$ cat src/design/lfu_pkg.sv
// Shared types and constants for the LFU slot replacement block.
// Used by lfu_store, lfu_scan and lfu_slot_replacement; depends on nothing.
`default_nettype none

package lfu_pkg;

  localparam int SLOTS    = 16;
  localparam int KEY_BITS = 16;
  localparam int COUNT_W  = 16;
  localparam int SLOT_W   = $clog2(SLOTS);
  localparam int OCC_W    = $clog2(SLOTS + 1);
  localparam int LIMIT_W  = 5;

  localparam logic [COUNT_W-1:0] COUNT_MAX   = {COUNT_W{1'b1}};
  localparam logic [COUNT_W-1:0] COUNT_ONE   = COUNT_W'(1);
  localparam logic [LIMIT_W-1:0] LIMIT_RESET = LIMIT_W'(16);

  typedef logic [KEY_BITS-1:0] key_t;
  typedef logic [COUNT_W-1:0]  count_t;
  typedef logic [SLOT_W-1:0]   slot_t;
  typedef logic [SLOT_W-1:0]   rank_t;

  // One slot as read back from the store, registered in the cycle after its address.
  typedef struct packed {
    logic   strobe;
    logic   valid;
    slot_t  idx;
    key_t   key;
    count_t count;
    rank_t  rank;
  } rd_beat_t;

  // Write-back command from the sequencer to the store.
  typedef struct packed {
    logic   key_we;
    logic   count_we;
    logic   rank_we;
    logic   set_valid;
    logic   age_shift;
    slot_t  idx;
    key_t   key;
    count_t count;
    rank_t  rank;
    rank_t  age_ref;
  } wr_cmd_t;

  // Outcome of one pass over the slots.
  typedef struct packed {
    logic   found;
    slot_t  hit_idx;
    count_t hit_count;
    logic   free_any;
    slot_t  free_idx;
    logic   vic_any;
    slot_t  vic_idx;
    key_t   vic_key;
    count_t vic_count;
    rank_t  vic_rank;
  } scan_res_t;

endpackage

`default_nettype wire

$ cat src/design/lfu_slot_replacement.sv
// Top level: command interface, sequencer and write-back decision of the LFU slot table.
// Depends on lfu_pkg, lfu_store and lfu_scan.
//
//  port group   direction  beat marked by        contents
//  command      in         start & !busy         key
//  result       out        done (one cycle)      hit, slot_index, evicted, evicted_key, use_count
//  config       in         cfg_we                cfg_wdata = slots_in_use
//
// Each key goes from acceptance to write-back through a scan state of 16 reads through the
// key/count memory port, a drain state for the last registered read, and a commit state.
// The result is shown on the cycle after the commit, when busy is already low again.
// Synchronous reset invalidates every slot, clears occupancy and sets slots_in_use to 16.
// The result port cannot be held off; each result is marked by done for exactly one cycle.
`default_nettype none

module lfu_slot_replacement
  import lfu_pkg::*;
(
  input  wire logic                clk,
  input  wire logic                rst,
  input  wire logic                start,
  input  wire logic [KEY_BITS-1:0] key,
  output logic                     busy,
  output logic                     done,
  output logic                     hit,
  output logic [SLOT_W-1:0]        slot_index,
  output logic                     evicted,
  output logic [KEY_BITS-1:0]      evicted_key,
  output logic [COUNT_W-1:0]       use_count,
  input  wire logic                cfg_we,
  input  wire logic [LIMIT_W-1:0]  cfg_wdata
);

  localparam logic [1:0] ST_IDLE   = 2'd0;
  localparam logic [1:0] ST_SCAN   = 2'd1;
  localparam logic [1:0] ST_DRAIN  = 2'd2;
  localparam logic [1:0] ST_COMMIT = 2'd3;

  logic [1:0]       state;
  logic [1:0]       state_next;
  slot_t            cnt;
  key_t             key_q;
  logic [LIMIT_W-1:0] limit;
  logic [OCC_W-1:0] occupancy;
  logic [OCC_W-1:0] eff_limit;
  logic             accept;
  logic             do_hit;
  logic             do_free;
  logic             do_evict;
  count_t           hit_count_next;
  rd_beat_t         rd;
  wr_cmd_t          wr;
  scan_res_t        res;

  assign busy   = state != ST_IDLE;
  assign accept = start && !busy;

  lfu_store u_store (
    .clk    (clk),
    .rst    (rst),
    .rd_en  (state == ST_SCAN),
    .rd_idx (cnt),
    .wr     (wr),
    .rd     (rd)
  );

  lfu_scan u_scan (
    .clk   (clk),
    .rst   (rst),
    .clear (accept),
    .key   (key_q),
    .rd    (rd),
    .res   (res)
  );

  always_ff @(posedge clk) begin
    if (rst) begin
      limit <= LIMIT_RESET;
    end else if (cfg_we) begin
      limit <= cfg_wdata;
    end
  end

  // A limit of zero behaves as one and anything above the table size as the table size.
  always_comb begin
    if (limit == '0) begin
      eff_limit = OCC_W'(1);
    end else if (OCC_W'(limit) > OCC_W'(SLOTS)) begin
      eff_limit = OCC_W'(SLOTS);
    end else begin
      eff_limit = OCC_W'(limit);
    end
  end

  assign do_hit   = res.found;
  assign do_free  = !res.found && occupancy < eff_limit && res.free_any;
  assign do_evict = !res.found && !do_free && res.vic_any;
  assign hit_count_next = (res.hit_count == COUNT_MAX) ? COUNT_MAX
                                                       : res.hit_count + COUNT_ONE;

  always_comb begin
    state_next = state;
    unique case (state)
      ST_IDLE:   if (accept) state_next = ST_SCAN;
      ST_SCAN:   if (cnt == slot_t'(SLOTS - 1)) state_next = ST_DRAIN;
      ST_DRAIN:  state_next = ST_COMMIT;
      ST_COMMIT: state_next = ST_IDLE;
      default:   state_next = ST_IDLE;
    endcase
  end

  always_ff @(posedge clk) begin
    if (rst) begin
      state <= ST_IDLE;
      cnt   <= '0;
    end else begin
      state <= state_next;
      if (state == ST_SCAN) begin
        cnt <= cnt + slot_t'(1);
      end else begin
        cnt <= '0;
      end
    end
  end

  always_ff @(posedge clk) begin
    if (accept) begin
      key_q <= key;
    end
  end

  always_comb begin
    wr = '0;
    wr.key   = key_q;
    wr.count = COUNT_ONE;
    if (state == ST_COMMIT) begin
      if (do_hit) begin
        wr.count_we = 1'b1;
        wr.idx      = res.hit_idx;
        wr.count    = hit_count_next;
      end else if (do_free) begin
        wr.key_we    = 1'b1;
        wr.count_we  = 1'b1;
        wr.rank_we   = 1'b1;
        wr.set_valid = 1'b1;
        wr.idx       = res.free_idx;
        wr.rank      = rank_t'(occupancy);
      end else if (do_evict) begin
        wr.key_we    = 1'b1;
        wr.count_we  = 1'b1;
        wr.rank_we   = 1'b1;
        wr.age_shift = 1'b1;
        wr.idx       = res.vic_idx;
        wr.rank      = rank_t'(occupancy - OCC_W'(1));
        wr.age_ref   = res.vic_rank;
      end else begin
        // Empty table with no free slot cannot occur; restart from slot zero if it does.
        wr.key_we    = 1'b1;
        wr.count_we  = 1'b1;
        wr.rank_we   = 1'b1;
        wr.set_valid = 1'b1;
      end
    end
  end

  always_ff @(posedge clk) begin
    if (rst) begin
      occupancy <= '0;
      done      <= 1'b0;
    end else begin
      done <= state == ST_COMMIT;
      if (state == ST_COMMIT) begin
        if (do_free) begin
          occupancy <= occupancy + OCC_W'(1);
        end else if (!do_hit && !do_evict) begin
          occupancy <= OCC_W'(1);
        end
      end
    end
  end

  always_ff @(posedge clk) begin
    if (state == ST_COMMIT) begin
      hit         <= do_hit;
      slot_index  <= wr.idx;
      evicted     <= do_evict;
      evicted_key <= do_evict ? res.vic_key : '0;
      use_count   <= wr.count;
    end
  end

  assert property (@(posedge clk) disable iff (rst)
    done |-> $past(state) == ST_COMMIT)
    else $error("result beat without a commit");

  assert property (@(posedge clk) disable iff (rst)
    occupancy <= OCC_W'(SLOTS))
    else $error("occupancy beyond table size");

  assert property (@(posedge clk) disable iff (rst)
    done |-> !(hit && evicted) && (evicted || evicted_key == '0) && use_count != '0)
    else $error("inconsistent result beat");

  assert property (@(posedge clk) disable iff (rst)
    state == ST_COMMIT && do_free |-> occupancy < OCC_W'(SLOTS))
    else $error("insertion into a full table");

endmodule

`default_nettype wire

$ cat src/design/lfu_store.sv
// Slot storage: key and count memories with registered reads, valid flags and age ranks.
// Depends on lfu_pkg.
`default_nettype none

module lfu_store
  import lfu_pkg::*;
(
  input  wire logic     clk,
  input  wire logic     rst,
  input  wire logic     rd_en,
  input  wire slot_t    rd_idx,
  input  wire wr_cmd_t  wr,
  output rd_beat_t      rd
);

  key_t   key_mem   [SLOTS];
  count_t count_mem [SLOTS];
  logic [SLOTS-1:0] valid;
  rank_t  rank [SLOTS];

  always_ff @(posedge clk) begin
    if (wr.key_we) begin
      key_mem[wr.idx] <= wr.key;
    end
    if (wr.count_we) begin
      count_mem[wr.idx] <= wr.count;
    end
    rd.key   <= key_mem[rd_idx];
    rd.count <= count_mem[rd_idx];
    rd.valid <= valid[rd_idx];
    rd.rank  <= rank[rd_idx];
    rd.idx   <= rd_idx;
    if (rst) begin
      rd.strobe <= 1'b0;
    end else begin
      rd.strobe <= rd_en;
    end
  end

  always_ff @(posedge clk) begin
    if (rst) begin
      valid <= '0;
    end else if (wr.set_valid) begin
      valid[wr.idx] <= 1'b1;
    end
  end

  // On an eviction every younger entry moves up one rank, so ranks stay dense.
  always_ff @(posedge clk) begin
    for (int i = 0; i < SLOTS; i++) begin
      if (wr.rank_we && wr.idx == slot_t'(i)) begin
        rank[i] <= wr.rank;
      end else if (wr.age_shift && valid[i] && rank[i] > wr.age_ref) begin
        rank[i] <= rank[i] - rank_t'(1);
      end
    end
  end

endmodule

`default_nettype wire

$ cat src/design/lfu_scan.sv
// Shared compare unit: takes one slot per beat and tracks the match, first free slot and victim.
// Depends on lfu_pkg.
`default_nettype none

module lfu_scan
  import lfu_pkg::*;
(
  input  wire logic     clk,
  input  wire logic     rst,
  input  wire logic     clear,
  input  wire key_t     key,
  input  wire rd_beat_t rd,
  output scan_res_t     res
);

  logic better;

  // Lower count wins; on equal counts the older insertion wins.
  assign better = !res.vic_any || rd.count < res.vic_count ||
                  (rd.count == res.vic_count && rd.rank < res.vic_rank);

  always_ff @(posedge clk) begin
    if (rst || clear) begin
      res.found    <= 1'b0;
      res.free_any <= 1'b0;
      res.vic_any  <= 1'b0;
    end else if (rd.strobe) begin
      if (rd.valid) begin
        if (!res.found && rd.key == key) begin
          res.found     <= 1'b1;
          res.hit_idx   <= rd.idx;
          res.hit_count <= rd.count;
        end
        if (better) begin
          res.vic_any   <= 1'b1;
          res.vic_idx   <= rd.idx;
          res.vic_key   <= rd.key;
          res.vic_count <= rd.count;
          res.vic_rank  <= rd.rank;
        end
      end else if (!res.free_any) begin
        res.free_any <= 1'b1;
        res.free_idx <= rd.idx;
      end
    end
  end

  assert property (@(posedge clk) disable iff (rst)
    rd.strobe && !rd.valid |=> res.free_any)
    else $error("free slot seen but not recorded");

  assert property (@(posedge clk) disable iff (rst)
    rd.strobe && rd.valid && !clear |=> res.vic_any)
    else $error("valid slot seen but no victim recorded");

  assert property (@(posedge clk) disable iff (rst)
    res.found && !clear && !$past(clear) |=> res.found && $stable(res.hit_idx))
    else $error("hit slot changed after first match");

endmodule

`default_nettype wire
$ cat config.mk
export PLATFORM = sky130hd
export DESIGN_NAME = lfu_slot_replacement
export DESIGN_NICKNAME = d
export VERILOG_FILES = /design/src/design/lfu_pkg.sv /design/src/design/lfu_slot_replacement.sv /design/src/design/lfu_store.sv /design/src/design/lfu_scan.sv
export SDC_FILE = /design/constraint.sdc
export NUM_CORES = 1
export LEC_CHECK = 0
export BUFFER_PORTS_ARGS = -buffer_cell sky130_fd_sc_hd__buf_2
export CORE_MARGIN = 2
export CORE_UTILIZATION = 42
export CTS_CLUSTER_DIAMETER = 200
export CTS_CLUSTER_SIZE = 40
export DETAILED_ROUTE_END_ITERATION = 10
export PLACE_DENSITY = 0.6
export SETUP_SLACK_MARGIN = 0.05
export SLEW_MARGIN = 5
export SYNTH_ARGS = -nofsm -noshare
export SYNTH_HDL_FRONTEND = slang
export SYNTH_SLANG_ARGS = --single-unit
$ cat constraint.sdc
create_clock -name clk -period 4.1 [get_ports clk]
set_clock_uncertainty 0.15 [all_clocks]
set_input_delay 0.205 -clock clk [delete_from_list [all_inputs] [get_ports clk]]
set_output_delay 0.205 -clock clk [all_outputs]
set_load 0.01 [all_outputs]
==> results of run 1 <==
-- layout make-up --
cell class,count,area (um2)
inverters,77,289
repair buffers,177,1390
fillers,6549,41200
well taps,1040,1300
flip-flops and latches,772,22400
clock inverters,2,31.3
multi-input cells,922,9810
clock buffers,39,636
-- through the flow --
step,hold slack [ns],cell area [um2],setup slack (ns)
floorplan,0.154,32600,0.126
global placement,0.232,34800,0.482
detailed placement,0.234,34800,0.315
CTS,0.123,35900,0.284
global route,0.142,35900,0.0854
finish,0.148,35900,0.359
-- cells in the final DEF, fill, tap and decap left out, drive strengths merged, types with 21 or more instances in the layout --
| master | count |
|---|---|
| nand2 | 67 |
| mux4 | 185 |
| and2 | 21 |
| edfxtp | 694 |
| a21oi | 66 |
| clkbuf | 39 |
| buf | 143 |
| xnor2 | 47 |
| dlygate4sd3 | 34 |
| inv | 79 |
| nand3 | 23 |
| mux2i | 60 |
| nor2 | 93 |
| ha | 112 |
| o21ai | 26 |
| dfxtp | 78 |
| nor3 | 29 |
-- worst max-delay path, delay by kind of cell (launching register included) --
kind	cells	cell delay [ns]
fa+ha+maj	2	0.61
compound gates	5	1.19
buf+inv	3	0.57
simple gates	4	0.47
mux	1	0.26
flops	1	0.35
-- synth_stat cells, types with 13 or more instances --
cell	number	area, um2
buf_2	13	65.1
and2_1	21	131
xor2_1	16	140
edfxtp_1	694	20800
a21o_1	15	113
nor2_1	92	345
mux4_2	185	4170
nand2b_1	14	87.6
o21ai_0	25	125
buf_1	17	63.8
mux2i_1	60	601
ha_1	112	1400
nand4_1	17	106
clkbuf_1	38	143
inv_1	77	289
xnor2_1	47	412
dfxtp_1	78	1560
nor3_1	28	140
a21oi_1	66	330
nand3_1	23	115
nand2_1	66	248
-- final timing paths --
check | to | slack (ns) | cells past startpoint
worst max-delay path | u_store.rank[7][1]$_DFFE_PP_ | 0.36 | 15
worst min-delay path | key_q[6]$_DFFE_PP_ | 0.15 | 2
worst max register to register | u_store.rank[7][1]$_DFFE_PP_ | 0.36 | 15
worst min register to register | u_scan.res[0]$_DFFE_PP_ | 0.30 | 0
-- power breakdown --
part,total [mW],switching (mW),internal [mW]
registers,9.33,0.382,8.94
clock network,3.36,2.25,1.11
logic,1.69,0.827,0.868
total,14.4,3.46,10.9
-- registers in the layout, indices dropped and copies added (netlist names), 2 cells and up --
name / flops
cnt: 4
u_store.rd: 42
slot_index: 4
u_store.rank: 64
u_store.count_mem: 256
limit: 5
u_store.key_mem: 256
occupancy: 5
state: 2
key_q: 16
u_store.valid: 16
u_scan.res: 67
evicted_key: 16
use_count: 16
-- routing by layer --
layer | part of all wire | global-route usage | vias to the layer above
met5 | 0.00017 | 0 | -
met4 | 0.031 | 0.0544 | 2
met3 | 0.056 | 0.0254 | 113
met2 | 0.48 | 0.325 | 541
met1 | 0.43 | 0.274 | 9025
li1 | - | - | 7527
-- cells by family (layout without fill, tap and decap cells) --
logic type | count (synthesis) | count (layout)
DFF | 772 | 772
and+or+nand+nor | 316 | 316
muxes | 246 | 246
AOI/OAI and AO/OA | 185 | 185
buffers and inverters | 149 | 295
adders and majority gates | 112 | 112
xor gates and xnor gates | 63 | 63
-- what timing repair did --
action,4_1_cts,5_1_grt
hold buffers,34,0
setup endpoints to repair,0,24
hold endpoints to repair,35,0
gates resized for setup,0,6
==> impl_metrics.toml, run 1 <==
[outcome]
status = "complete, no violations"

[route]
drt-pass1-iter-count = 5
wirelength_um = 78000
wl_per_cell_um = 25.7
drt_iter0_drc = 1531
viasPerCell = 5.68
ant_nets = 0
drc = 0
vias = 17200

[critical_path]
critPathCaptureType = "register"
slowest_delay_ns = 0.38
r2r-start = "limit[4]$_SDFFE_PP1P_"
cp_max_fo = 24
cpMaxStageDelayCell = "a211oi_4"
crit_chain = "inv_1 -> nand2_1 -> ha_1 -> and4_1 -> o211ai_2 -> a21oi_2 -> buf_12 -> nand2_1 -> buf_4 -> ha_1 -> nand2_1 -> o21ai_1 -> o2111ai_2 -> a211oi_4 -> mux2i_1"
cp_common_cell = "nand2_1"
critPathArrivalTime_ns = 4.07
startpoint = "limit[4]$_SDFFE_PP1P_"
critPathLaunchType = "register"
crit_type = "reg -> reg"
crit_required_ns = 4.43

[logic_synthesis]
synth_simple_gate_area_frac = 0.0482
synth_area_um2 = 32600
synth_nets = 1980
synth_edf_count = 694
yosysSeqAreaShare = 0.687
avgSynthCellArea_um2 = 17.7
yosysWarningCount = 0
synth_xor_area_frac = 0.0169
synthMuxAreaShare = 0.147
synth_flop_cell = "edfxtp_1"
async_reset_ff_frac = 0
syn_inst = 1843
synth_top_family_by_area = "multiplexers"
synth_cell_types = 73
ys_seq_elements = 772
synth-compound-area-share = 0.0398
synthAdderAreaFrac = 0.0430

[global_routing]
antenna_found_initial = 3
grt_pass1_vias = 17500
grt_max_degree = 65
grt_pass1_wl_um = 115000
grt_overflow = 0
grt.total_usage = 0.196

[timing]
final_max_slew_viol_count = 0
tns_ns = 0
min_period_ns = 3.74
fin_crit_sh = 0.912
rsz0062_at_grt = "false"
fmax_mhz = 267
hold_violations = 0
setup_viol = 0
worstMarginPinSlew_ns = 1.21
slew_headroom = 0.191

[cells_and_area]
drive_gt1_frac = 0.212
syn_to_final_growth_pct = 10.0
final_util = 0.465
antenna_cells = 0
nNetsFinal = 2110
instances_no_fill = 3029

[job]
drv_cap = 0

[clock_tree]
numCtsBuffers = 23
path_clk_slew_ns = 0.17
cts_tree = "done"
clockBufferDepth = 3
clock-sinks = 772
clock_tree.root_cell = "clkbuf_16"
post_cts_buffers = 0
htree_levels = 1
clk_latency_ns = 0.63

[floorplan]
die_h_um = 283
die_width_um = 283
coreArea_um2 = 77100
core.rowCount = 102
io_pins = 65
start_util = 0.423
dieArea_um2 = 79900

[min_path]
min_from = "key[6]"
hold_path.class = "in -> reg"

[power]
power_mw = 14.4
peakVddDrop_mv = 0.346
p_leak_nw = 11.6
powerDensity_nw_per_um2 = 401

[place]
placement.io_buffers = 64
dp.cells = 2954
routabilityCongestion = 0.829
hpwl_um = 48200
No activity file was read; power rests on OpenSTA's default activity.
==> run 2, diff against run 1 <==
Settings changed: CORE_ASPECT_RATIO from default to 1.4.
==> impl_metrics.toml, run 2 (synthesis results as in run 1) <==
[outcome]
status = "complete, no violations"

[global_routing]
grt.total_usage = 0.195
grt_max_degree = 55
grt_pass1_vias = 17600
grt_pass1_wl_um = 116000
antenna_found_initial = 3
grt_overflow = 0

[critical_path]
critical_path_buf_inv_count = 2
slowest_delay_ns = 0.63
crit_chain = "inv_1 -> nand2_1 -> ha_1 -> a211oi_1 -> o21ai_0 -> nor2_4 -> nor2_1 -> nor3_1 -> nor2_2 -> buf_4"
cpMaxStageDelayCell = "nor2_1"
path_depth = 10
rrSetupSlack_ns = 0.47
r2r_end = "u_store.count_mem[7][9]$_DFFE_PP_"
crit_required_ns = 4.26
critPathArrivalTime_ns = 3.79
path_delay_family = "simple AND/OR/NAND/NOR gates"
crit_type = "reg -> reg"
reg2regPathDepth = 10
r2r-start = "limit[4]$_SDFFE_PP1P_"
critPathLaunchType = "register"
cp_max_fo = 16
critPathCaptureType = "register"

[place]
dp.cells = 2961
placed_area_um2 = 34900
routabilityCongestion = 0.850
hpwl_um = 50800
placement.io_buffers = 64

[timing]
rsz0062_at_grt = "false"
fmax_mhz = 275
fin_crit_sh = 0.886
min_period_ns = 3.63
tns_ns = 0
final_max_slew_viol_count = 0
hold_ws_ns = 0.121
worstMarginPinSlew_ns = 1.09
slew_headroom = 0.266
hold_violations = 0
setup_viol = 0

[power]
power_mw = 14.4
p_leak_nw = 11.6
clockPowerShare = 0.233
powerDensity_nw_per_um2 = 402
p_sw_frac = 0.243
combPwrFrac = 0.122
seq_power_share = 0.646
p_sw_mw = 3.50
peakVddDrop_mv = 0.376
internal-power_mw = 10.9

[route]
wirelength_um = 77500
vias = 17200
drt-pass1-iter-count = 5
drt_iter0_drc = 1476
drc = 0
wl_per_cell_um = 25.5
ant_nets = 0
viasPerCell = 5.66

[clock_tree]
path_clk_slew_ns = 0.15
clk_latency_ns = 0.65
clock_tree.root_cell = "clkbuf_16"
clock-sinks = 772
cts_tree = "done"
numCtsBuffers = 23
htree_levels = 1
clockBufferDepth = 3

[cells_and_area]
instances_no_fill = 3036
final_area_um2 = 35900
antenna_cells = 0
layout_commonest_cell = "edfxtp_1"
syn_to_final_growth_pct = 10.1
reg.largest.list = "u_store.count_mem: 256 flops, u_store.key_mem: 256 flops, u_scan.res: 67 flops"
layout_common_cells = "edfxtp_1, mux4_2, ha_1, buf_4, inv_1"
nNetsFinal = 2119
n_fill_cell = 6493
drive_gt1_frac = 0.215

[floorplan]
start_util = 0.425
dieArea_um2 = 79900
core.rowCount = 120
io_pins = 65
die_width_um = 239
die_h_um = 334
coreArea_um2 = 76700

[min_path]
min_from = "key[4]"
min_to = "key_q[4]$_DFFE_PP_"
min_path_cells = 2
hold_path.class = "in -> reg"

[job]
drv_cap = 0
-- run 2: cell type report --
type / count / area, um2 / area share
repair buffers: 186 / 1420 / 0.0395
well taps: 1037 / 1300 / 0.0361
inverters: 77 / 289 / 0.00805
flip-flops and latches: 772 / 22400 / 0.624
multi-input cells: 922 / 9790 / 0.273
clock inverters: 2 / 38.8 / 0.00108
clock buffers: 40 / 639 / 0.0178
-- run 2: stage by stage --
stage | utilization | setup WS [ns]
detailed placement | 0.455 | 0.517
floorplan | - | 0.126
global route | 0.468 | 0.255
global placement | 0.455 | 0.641
finish | 0.468 | 0.466
CTS | 0.468 | 0.504
-- run 2: metal layers --
layer,up-vias,share of wire,GRT usage
li1,7552,-,-
met1,9094,0.43,0.270
met2,445,0.50,0.333
met3,83,0.043,0.0182
met4,4,0.024,0.0509
met5,-,0.00043,0
-- run 2: worst max-delay path by stage --
| stage | startpoint | slack [ns] | endpoint |
|---|---|---|---|
| finish | limit[4]$_SDFFE_PP1P_ | 0.47 | u_store.count_mem[7][9]$_DFFE_PP_ |
| global route | limit[4]$_SDFFE_PP1P_ | 0.26 | u_store.count_mem[7][9]$_DFFE_PP_ |
| CTS | limit[4]$_SDFFE_PP1P_ | 0.50 | u_store.count_mem[7][2]$_DFFE_PP_ |
| detailed placement | limit[4]$_SDFFE_PP1P_ | 0.52 | u_store.rank[4][2]$_DFFE_PP_ |
| global placement | limit[4]$_SDFFE_PP1P_ | 0.64 | u_store.rank[15][2]$_DFFE_PP_ |
| floorplan | state[0]$_SDFFE_PP0P_ | 0.13 | u_store.rank[5][0]$_DFFE_PP_ |
-- run 2: power groups by stage --
stage	logic (mW)	clock network (mW)	registers, mW
4_1_cts	1.79	3.47	9.32
6_report	1.76	3.35	9.31
3_3_place_gp	1.75	0	9.47
3_5_place_dp	1.76	0	9.49
2_1_floorplan	1.24	0	9.32
5_1_grt	1.89	3.69	9.37
-- run 2: repair_timing --
item,in CTS,in global routing
resized for setup,0,0
endpoints found under the hold margin,36,0
setup buffers,0,0
hold buffers,33,0
